### src/rtl/alist_pkg.sv
`default_nettype none
// ----------------------------------------------------------------------------
// alist_pkg
// Shared constants and command codes for the ordered list engine.
// ----------------------------------------------------------------------------
package alist_pkg;

	localparam int CAPACITY = 128;

	localparam int DataW  = 32;
	localparam int PosW   = 8;
	localparam int AddrW  = (CAPACITY > 1) ? $clog2(CAPACITY) : 1;
	localparam int CountW = $clog2(CAPACITY + 1);
	// compare width: holds count + 1 and any position without overflow
	localparam int CmpW   = ((CountW > PosW) ? CountW : PosW) + 1;

	typedef enum logic [1:0] {
		CMD_INSERT = 2'd0,
		CMD_DELETE = 2'd1,
		CMD_GET    = 2'd2,
		CMD_LOCATE = 2'd3
	} cmd_t;

endpackage : alist_pkg
`default_nettype wire

### src/rtl/array_list_engine_core.sv
`default_nettype none
// ----------------------------------------------------------------------------
// array_list_engine_core
// Ordered list of signed 32-bit elements held in one synchronous RAM.
// ----------------------------------------------------------------------------
// Usage:
//   Request channel: drive command, position and value and raise start. The
//   request is taken at a rising edge where start is high and busy is low.
//   Commands: insert at a 1-based position, delete at a position (returns the
//   element), get at a position, locate the first position holding a value.
//   Result channel: done pulses high for exactly one cycle with status,
//   element, found_position and count valid in that cycle. The receiver
//   cannot stall; every result must be captured in its done cycle.
// Operation:
//   A rejected request (bad position or full list) is answered in the cycle after
//   the accepting edge. Otherwise the RAM is walked one entry per cycle through its
//   read port, with the write port storing each entry from the registered read
//   data: insert moves the entries from the tail down to the position one place
//   up, delete moves the entries after it one place down, get reads one entry and
//   locate stops at the first hit. The finish state writes an inserted element
//   and registers the result. One request is in flight at a time; busy is high meanwhile.
// Reset:
//   arst_n clears the element count and the control state. The RAM itself is
//   not cleared: only entries below the count are ever read.
// ----------------------------------------------------------------------------
module array_list_engine_core (
	input  wire                            clk,
	input  wire                            arst_n,
	input  wire                            start,
	output logic                           busy,
	input  alist_pkg::cmd_t                command,
	input  wire  [alist_pkg::PosW-1:0]     position,
	input  wire  signed [alist_pkg::DataW-1:0] value,
	output logic                           done,
	output logic                           status,
	output logic signed [alist_pkg::DataW-1:0] element,
	output logic [alist_pkg::PosW-1:0]     found_position,
	output logic [alist_pkg::PosW-1:0]     count
);
	import alist_pkg::*;

	typedef enum logic [1:0] {
		ST_IDLE,
		ST_WALK,
		ST_FINISH
	} state_t;

	// list storage: one write port, one registered read port
	logic [DataW-1:0] mem [CAPACITY];
	logic [DataW-1:0] rd_q;

	logic             mem_re;
	logic [AddrW-1:0] mem_raddr;
	logic             mem_we;
	logic [AddrW-1:0] mem_waddr;
	logic [DataW-1:0] mem_wdata;

	// control and working registers
	state_t            state_q;
	cmd_t              op_q;
	logic [DataW-1:0]  val_q;
	logic [AddrW-1:0]  base_q;     // position - 1
	logic [AddrW-1:0]  src_q;      // next RAM address to read
	logic [CountW-1:0] left_q;     // reads still to issue
	logic              first_q;    // next read is the first of the walk
	logic [CountW-1:0] count_q;
	logic [DataW-1:0]  elem_q;
	logic [PosW-1:0]   found_q;

	// read-data stage: describes the read whose data sits in rd_q
	logic              pend_s1;
	logic [AddrW-1:0]  src_s1;
	logic              first_s1;

	// result registers
	logic              done_q;
	logic              res_status_q;
	logic [DataW-1:0]  res_element_q;
	logic [PosW-1:0]   res_found_q;
	logic [PosW-1:0]   res_count_q;

	// request decode
	logic [CmpW-1:0]   pos_w;
	logic [CmpW-1:0]   cnt_w;
	logic              req_ok;

	logic              walking;
	logic              hit;
	logic              issue;

	always_comb begin
		pos_w = CmpW'(position);
		cnt_w = CmpW'(count_q);
		unique case (command)
			CMD_INSERT: req_ok = (pos_w != '0) && (pos_w <= cnt_w + CmpW'(1))
				&& (cnt_w < CmpW'(CAPACITY));
			CMD_DELETE,
			CMD_GET:    req_ok = (pos_w != '0) && (pos_w <= cnt_w);
			CMD_LOCATE: req_ok = 1'b1;
			default:    req_ok = 1'b0;
		endcase
	end

	// walk control: a locate hit stops the walk; otherwise issue while reads remain
	always_comb begin
		walking = (state_q == ST_WALK);
		hit     = walking && pend_s1 && (op_q == CMD_LOCATE) && (rd_q == val_q);
		issue   = walking && (left_q != '0) && !hit;
	end

	// RAM port decode
	always_comb begin
		mem_re    = issue;
		mem_raddr = src_q;
		mem_we    = 1'b0;
		mem_waddr = src_s1;
		mem_wdata = rd_q;
		if (walking && pend_s1) begin
			// shift up: entry moves one place higher
			if (op_q == CMD_INSERT) begin
				mem_we    = 1'b1;
				mem_waddr = src_s1 + AddrW'(1);
			end
			// shift down: every entry after the removed one moves one place lower
			if (op_q == CMD_DELETE && !first_s1) begin
				mem_we    = 1'b1;
				mem_waddr = src_s1 - AddrW'(1);
			end
		end
		// drop the new element into the opened slot
		if (state_q == ST_FINISH && op_q == CMD_INSERT) begin
			mem_we    = 1'b1;
			mem_waddr = base_q;
			mem_wdata = val_q;
		end
	end

	always_ff @(posedge clk) begin
		if (mem_we) begin
			mem[mem_waddr] <= mem_wdata;
		end
		if (mem_re) begin
			rd_q <= mem[mem_raddr];
		end
	end

	// sequencer: state, working registers and registered results
	always_ff @(posedge clk or negedge arst_n) begin
		if (!arst_n) begin
			state_q  <= ST_IDLE;
			count_q  <= '0;
			pend_s1  <= 1'b0;
			first_q  <= 1'b0;
			first_s1 <= 1'b0;
			left_q   <= '0;
			done_q   <= 1'b0;
		end else begin
			unique case (state_q)
				ST_IDLE: begin
					pend_s1 <= 1'b0;
					done_q  <= start && !req_ok;
					if (start) begin
						op_q    <= command;
						val_q   <= $unsigned(value);
						base_q  <= AddrW'(pos_w - CmpW'(1));
						elem_q  <= '0;
						found_q <= '0;
						first_q <= 1'b1;
						if (!req_ok) begin
							// reject at once, list untouched
							res_status_q  <= 1'b1;
							res_element_q <= '0;
							res_found_q   <= '0;
							res_count_q   <= PosW'(count_q);
						end else begin
							state_q <= ST_WALK;
							unique case (command)
								CMD_INSERT: begin
									src_q  <= AddrW'(cnt_w - CmpW'(1));
									left_q <= CountW'(cnt_w - pos_w + CmpW'(1));
								end
								CMD_DELETE: begin
									src_q  <= AddrW'(pos_w - CmpW'(1));
									left_q <= CountW'(cnt_w - pos_w + CmpW'(1));
								end
								CMD_GET: begin
									src_q  <= AddrW'(pos_w - CmpW'(1));
									left_q <= CountW'(1);
								end
								CMD_LOCATE: begin
									src_q  <= '0;
									left_q <= count_q;
								end
								default: begin
									src_q  <= '0;
									left_q <= '0;
								end
							endcase
						end
					end
				end
				ST_WALK: begin
					done_q <= 1'b0;
					if (issue) begin
						src_q    <= (op_q == CMD_INSERT) ? src_q - AddrW'(1)
							: src_q + AddrW'(1);
						left_q   <= left_q - CountW'(1);
						pend_s1  <= 1'b1;
						src_s1   <= src_q;
						first_s1 <= first_q;
						first_q  <= 1'b0;
					end else begin
						pend_s1 <= 1'b0;
					end
					if (pend_s1 && first_s1
						&& (op_q == CMD_DELETE || op_q == CMD_GET)) begin
						elem_q <= rd_q;
					end
					if (hit) begin
						found_q <= PosW'(CmpW'(src_s1) + CmpW'(1));
						state_q <= ST_FINISH;
					end else if (left_q == '0 && !pend_s1) begin
						state_q <= ST_FINISH;
					end
				end
				ST_FINISH: begin
					pend_s1       <= 1'b0;
					done_q        <= 1'b1;
					res_status_q  <= 1'b0;
					res_element_q <= elem_q;
					res_found_q   <= found_q;
					if (op_q == CMD_INSERT) begin
						count_q     <= count_q + CountW'(1);
						res_count_q <= PosW'(count_q + CountW'(1));
					end else if (op_q == CMD_DELETE) begin
						count_q     <= count_q - CountW'(1);
						res_count_q <= PosW'(count_q - CountW'(1));
					end else begin
						res_count_q <= PosW'(count_q);
					end
					state_q <= ST_IDLE;
				end
				default: begin
					done_q  <= 1'b0;
					state_q <= ST_IDLE;
				end
			endcase
		end
	end

	assign busy           = (state_q != ST_IDLE);
	assign done           = done_q;
	assign status         = res_status_q;
	assign element        = $signed(res_element_q);
	assign found_position = res_found_q;
	assign count          = res_count_q;

`ifndef NO_ASSERTIONS
	a_done_when_idle: assert property (@(posedge clk) disable iff (!arst_n)
		done |-> !busy)
		else $error("result strobe while engine busy");

	a_request_answered: assert property (@(posedge clk) disable iff (!arst_n)
		start && !busy |=> done || busy)
		else $error("accepted request neither rejected nor started");

	a_count_bounded: assert property (@(posedge clk) disable iff (!arst_n)
		count_q <= CountW'(CAPACITY))
		else $error("element count above capacity");

	a_count_moves_with_result: assert property (@(posedge clk) disable iff (!arst_n)
		count_q != $past(count_q) |-> done)
		else $error("element count changed without a result");

	a_error_clean: assert property (@(posedge clk) disable iff (!arst_n)
		done && status |-> element == '0 && found_position == '0)
		else $error("rejected request carries data");
`endif

endmodule : array_list_engine_core
`default_nettype wire

### config.mk
export PLATFORM = sky130hd
export DESIGN_NAME = array_list_engine_core
export DESIGN_NICKNAME = d
export VERILOG_FILES = /design/src/rtl/alist_pkg.sv /design/src/rtl/array_list_engine_core.sv
export SDC_FILE = /design/constraint.sdc
export NUM_CORES = 2
export LEC_CHECK = 0
export BUFFER_PORTS_ARGS = -buffer_cell sky130_fd_sc_hd__buf_2
export CORE_ASPECT_RATIO = 1.5
export CORE_MARGIN = 5
export CORE_UTILIZATION = 45
export DETAILED_ROUTE_END_ITERATION = 10
export GPL_TIMING_DRIVEN = 0
export SYNTH_ARGS = -nofsm -noshare
export SYNTH_HDL_FRONTEND = slang
export SYNTH_SLANG_ARGS = --single-unit
### constraint.sdc
create_clock -name clk -period 7.24 [get_ports clk]
set_input_delay 0.362 -clock clk [delete_from_list [all_inputs] [get_ports clk]]
set_output_delay 0.362 -clock clk [all_outputs]
set_load 0.01 [all_outputs]
======== Word level (Yosys, flattened, before mapping) ========
Memory sizes are Yosys's and may differ from the RTL's. A register that Yosys moved wholly into a read port is not among the register bits.
Index checks and enable logic that the tools add are counted.
W data, S select, Z words.
word-level totals
  flip-flop bits (word level) ............. 166
  memory bits (writable) .................. 4,096
  memories kept ........................... 1
memories
  memory  depth  bits a word  read ports  clocked after memory_dff  write ports  RTL line                      RTL
  mem     128    32           1           1                         1            array_list_engine_core.sv:49  logic [DataW-1:0] mem [CAPACITY];
operators by class
  add/subtract/negate cells ............... 13
  magnitude comparators ................... 3
  equality and inequality tests ........... 16
  muxes and demuxes ....................... 54
  reduce and logical (&&, ||, !) cells .... 42
operators with widths
  cell                   number
  $mux W32               5
  $pmux W32 S2           2
  $mux W8                11
  $pmux W8 S2            4
  $mux W7                8
  $eq A32 B32 Y1         1
  $sub A7 B1 Y7 const B  4
  $pmux W8 S3            1
  $pmux W7 S3            1
  $add A8 B1 Y8 const B  2
  $reduce_and A4 Y1      4
  $reduce_bool A8 Y1     2
  $sub A8 B1 Y8 const B  2
  $add A7 B1 Y7 const B  2
  $logic_and A1 B1 Y1    14
  $pmux W7 S2            1
  $reduce_and A3 Y1      4
  $mux W1                11
  $eq A2 B2 Y1 const B   5
  $add A8 B1 Y9 const B  1
  $le A8 B9 Y1           1
  $add A7 B1 Y8 const B  1
  $le A8 B8 Y1           1
  $logic_not A8 Y1       1
  17 further kinds       39

======== Depth between registers and ports, before layout ========
  word-level depth ........................ 8
  depth in mapped cells ................... 13

======== Worst setup path after synthesis ========
OpenSTA, ideal clock, no wires.
  path kind ............................... register to register
  start ................................... register count_q[2]
  end ..................................... register res_count_q[0] (netlist: count[0]) (enable)
  setup time .............................. 516 ps
  data arrival time ....................... 5,647 ps
  data required time ...................... 6,724 ps
  slack ................................... 1,077 ps
  cell stages (with the launch flop) ...... 13
  path buffers ............................ 1
  cells stage by stage .................... dfrtp_1 -> clkbuf_1 -> nand3_1 -> nor3_1 -> nand3_1 -> xnor2_1 -> ha_1 -> nand4_1 -> o221a_2 -> o221a_2 -> a2bb2oi_1 -> a21oi_1 -> nor3_1
on the way
  longest elaborated chain between the ends .. 7
RTL lines
  item                                    RTL line                       RTL
  start: declaration                      array_list_engine_core.sv:66   logic [CountW-1:0] count_q;
  start signal: assignment                array_list_engine_core.sv:233  count_q <= count_q + CountW'(1);
  start signal: assignment                array_list_engine_core.sv:236  count_q <= count_q - CountW'(1);
  $add A8 B1 Y9                           array_list_engine_core.sv:95   CMD_INSERT: req_ok = (pos_w != '0) && (pos_w <= cnt_w + CmpW'(1))
  $le A8 B9 Y1                            array_list_engine_core.sv:95
  $logic_and A1 B1 Y1                     array_list_engine_core.sv:95
  $logic_and A1 B1 Y1                     array_list_engine_core.sv:96   && (cnt_w < CmpW'(CAPACITY));
  $pmux W1 S3 (*)                         array_list_engine_core.sv:94   unique case (command)
  $ne A2 B2 Y1 (no source line) (*)       -
  $reduce_and A4 Y1 (no source line) (*)  -
  end signal: assignment                  array_list_engine_core.sv:174  res_count_q <= PosW'(count_q);
  end signal: assignment                  array_list_engine_core.sv:234  res_count_q <= PosW'(count_q + CountW'(1));
  end signal: assignment                  array_list_engine_core.sv:237  res_count_q <= PosW'(count_q - CountW'(1));
  end: declaration                        array_list_engine_core.sv:80   logic [PosW-1:0] res_count_q;
Every way passes the cells marked *; elsewhere a longest branch is shown, timed or not.
A chain may end at the register's enable or synchronous reset.

======== Final worst setup path ========
  start ................................... register op_q[1]
  end ..................................... memory mem[89][13] (enable)
on the way
  longest elaborated chain between the ends .. 7
RTL lines
  item                                                     RTL line                                                                                     RTL
  start: declaration                                       array_list_engine_core.sv:60                                                                 cmd_t op_q;
  start signal: assignment                                 array_list_engine_core.sv:163                                                                op_q <= command;
  $logic_not A2 Y1 / $eq A2 B1 Y1 (equally long branches)  array_list_engine_core.sv:120, array_list_engine_core.sv:131, array_list_engine_core.sv:125
  $mux W1 / $logic_and A1 B1 Y1 (equally long branches)    array_list_engine_core.sv:120, array_list_engine_core.sv:125
  $mux W1                                                  array_list_engine_core.sv:125                                                                if (op_q == CMD_DELETE && !first_s1) begin
  $mux W1                                                  array_list_engine_core.sv:118                                                                if (walking && pend_s1) begin
  $mux W1                                                  array_list_engine_core.sv:131                                                                if (state_q == ST_FINISH && op_q == CMD_INSERT) begin
  $mux W1                                                  array_list_engine_core.sv:139                                                                if (mem_we) begin
  $mux W1 (not written as such)                            array_list_engine_core.sv:140                                                                mem[mem_waddr] <= mem_wdata;
  end: declaration                                         array_list_engine_core.sv:49
Parallel ways exist; a longest one is shown, timed or not.

==> results.md <==
* Status: complete, but fails checks
* Failing checks: DRC, capacitance limit, slew limit
* Final ANT Viol Nets at 0
* Synth warn at 0
* Sequential fraction of the synthesis area at ~78%
* Post-synth EDFFs at 4272
* Worst reg2reg path depth at 15
* Critical Path, Cell by Cell: inv_1, ha_1, buf_2, inv_1, nor2_1, nand2_1, o21ai_0, nand3b_1, clkbuf_2, nor4_2, buf_4, buf_4, buf_6, buf_4, buf_4
* Post-Syn Area at 166000 µm²
* Worst Hold Depth at 3
* Main synth FF type: edfxtp_1
* CP Launch Point: op_q[1]
* Nets at about 8400
* First-pass GRT wire length at between 600000 and 700000 µm
* Final hold slack at between 0.07 and 0.08 ns
* Synth top area share at between 70 and 80%
* Tightest Hold Check Type: input port to flop
* Fmax at 164 MHz
* Max-Cap Viols at 4
* CP top delay family: buffers and inverters
* Core area at around 370000 µm²
* Largest stage delay on the critical path at roughly 1.1 ns
* Clk pin slew, worst setup/hold paths at 0.07 ns
* Commonest non-fill, non-tap cell in the layout: edfxtp_1
* CP Data Required Time at between 7 and 8 ns
* Initial antenna violation count at 36
* Fin crit share at 84.0%
* Root Driver: clkbuf_16
* Largest net degree at the start of global routing at between 80 and 90
* Min-delay src: position[5]
* PwrDens at 327 nW/µm²
* Crit start category: flop
* Peak VDD IR at 0.000380 V
* Clock Latency Late Sink at about 0.97 ns
* Largest area contributor in the netlist: edfxtp_1
* Die H at ~750 µm
* FP Rows at approximately 270
* Final setup fails at 0
* Fin cells at between 10000 and 15000
* Sink Count at 4294
* Final Hold Vio Count at 0
* Layout cells sized above 1 at between 30% and 40%
* TritonCTS Buffers at 400
* DP Cell Count at between 10000 and 15000
* CTS tree: yes
* Worst Tran Pin Value at between 1.5 and 2 ns
* Commonest cells after routing, fill and taps aside: edfxtp_1 (4272), mux4_2 (1152), clkbuf_16 (407)
* Pwr Total at approximately 63 mW
* FF-to-FF setup slack at around 1.2 ns
* CP endpoint kind: flop
* DIE WIDTH at 506 µm
* FF-to-FF Start: op_q[1]
* I/O Pins at 96
* Crit path DAT at ~6.7 ns
* Clock Path Buffers at 4
* Class of the most critical setup path: flop to flop
* Mean Syn Cell Area at ~23 µm²
* DR pass1 iterations at 8
* Relative slew slack at -20.2%
* Setup bufs post-CTS at 0
* Seq cells post-synth at between 4000 and 5000
* Crit-path most repeated cell: buf_4
* Initial core utilization at between 40% and 50%
* Gr ovfl total at 0
* Vias in the first global route at 84014
* Area Overhead vs Synth at 16.5%
* Area of placed instances at 180000 µm²
* Clk_skew at 0.0775 ns
* Slew Limit Fails at 20
* Mapped Nets at 7261
* Via count at 82420
* Iter 0 DRT Violations at 10540
* IO Port Bufs at 95
* Final wirelength at just under 500000 µm
* Routability Congestion at 0.971
* DP HPWL at between 300000 and 400000 µm
* Die area at 382000 µm²
* GRT Resource Usage Total at roughly a quarter
* Synth cell types at 73
* Vias per std cell at ~6.1
* Synthesized instance count at around 7200
* Min Tclk post-route at between 6 and 7 ns
* Final core utilization at 52.6%
* Post-CTS Resized at 0
* Static leakage at 61.6 nW
* RSZ-0062 raised after global routing: no
* Post-synth ARST share at less than 1%
* H-tree levels at 5
* RR Endpoint: mem[89][13]
* Hold_buf cts at 45
* Worst path slowest cell: nand3b_1
* Routed len/inst at 36.5 µm
* Top cells by area, synth: edfxtp_1 (77%), mux4_2 (16%), mux2i_1 (1.6%)
* Design area at 194000 µm²
* Buffers & Inverters on Critical Path at 9
* Remaining DRCs at 1
* Crit Path Max Fanout at 10
* Hold endpoint: base_q[5]
[metal layers]
layer,track usage (%),part of all wire (%),up-vias
li1,-,-,32992
met1,30.7,34,44381
met2,42.5,50,4053
met3,4.70,8.2,982
met4,16.3,7.9,12
met5,0,0.014,-
[registers in the layout, summed over array words and instances, names as in the netlist, 32 cells and up]
register,flops
elem_q,32
element,32
mem,4096
rd_q,32
val_q,32
[per-stage QoR]
stage	setup TNS, ns	setup slack [ns]
3_3_place_gp	-9404.01	-4.44
3_5_place_dp	0	1.26
4_1_cts	0	1.22
2_1_floorplan	0	1.08
5_1_grt	0	1.08
6_report	0	1.16
[how the worst max path moves through the flow]
| stage | end | slack (ns) | cells past startpoint |
|---|---|---|---|
| 6_report | mem[89][13] | 1.16 | 15 |
| 3_5_place_dp | mem[89][14] | 1.26 | 15 |
| 5_1_grt | mem[89][13] | 1.08 | 15 |
| 4_1_cts | mem[89][13] | 1.22 | 15 |
| 2_1_floorplan | count[0] | 1.08 | 12 |
| 3_3_place_gp | mem[81][10] | -4.44 | 10 |
[area by class of cell]
type	count	area (µm²)
fill	28101	175000
sequential	4294	129000
multi-input combinational	2426	36300
clock buffer	481	10500
timing repair buffer	752	7480
tap	4812	6020
clock inverter	243	2370
buffer	408	2000
inverter	39	146
antenna	21	52.6
[cells in the mapped netlist, types with 4 or more instances]
cell / count
ha_1: 46
xnor2_1: 56
or3_1: 10
nor2_1: 40
nor3_1: 106
a221oi_1: 6
buf_1: 46
inv_1: 38
o22ai_1: 35
nand3_1: 15
mux2i_1: 259
nand4_1: 45
clkbuf_1: 165
edfxtp_1: 4272
a21o_1: 5
nor2b_1: 40
mux2_2: 4
buf_2: 128
or2_2: 5
a211oi_1: 41
dfrtp_1: 22
and2_1: 76
nor4_2: 4
o21ai_0: 16
and3_1: 9
a31oi_1: 8
mux4_2: 1152
nand2_1: 124
nor4_1: 66
nand3b_1: 8
a22oi_1: 129
buf_6: 11
buf_4: 55
nand2b_1: 10
nor3_2: 8
a21oi_1: 37
xor2_1: 12
o21a_1: 4
[worst min-delay path, stage by stage]
cell and delay, ns:
buf_2 0.14, inv_1 0.12, xnor2_1 0.19
[power breakdown]
part | internal, mW | switching, mW | leakage, nW | total [mW]
registers | 31.3 | 0.291 | 38.6 | 31.6
logic | 2.63 | 8.06 | 16.8 | 10.7
clock network | 11.9 | 9.21 | 6.27 | 21.1
total | 45.8 | 17.6 | 61.6 | 63.3
[kinds of logic (layout without fill, tap and decap cells)]
kind of cell | after synthesis | in the layout | share of synthesized area, %
simple gates | 580 | 580 | 1.91
xor+xnor | 68 | 68 | 0.358
buf+inv | 447 | 1923 | 1.29
other cells | 0 | 21 | 0
compound gates | 314 | 314 | 1.34
fa+ha+maj | 49 | 49 | 0.382
flops | 4294 | 4294 | 77.5
mux | 1415 | 1415 | 17.2
Note: power is estimated with default switching activity, not from simulation.
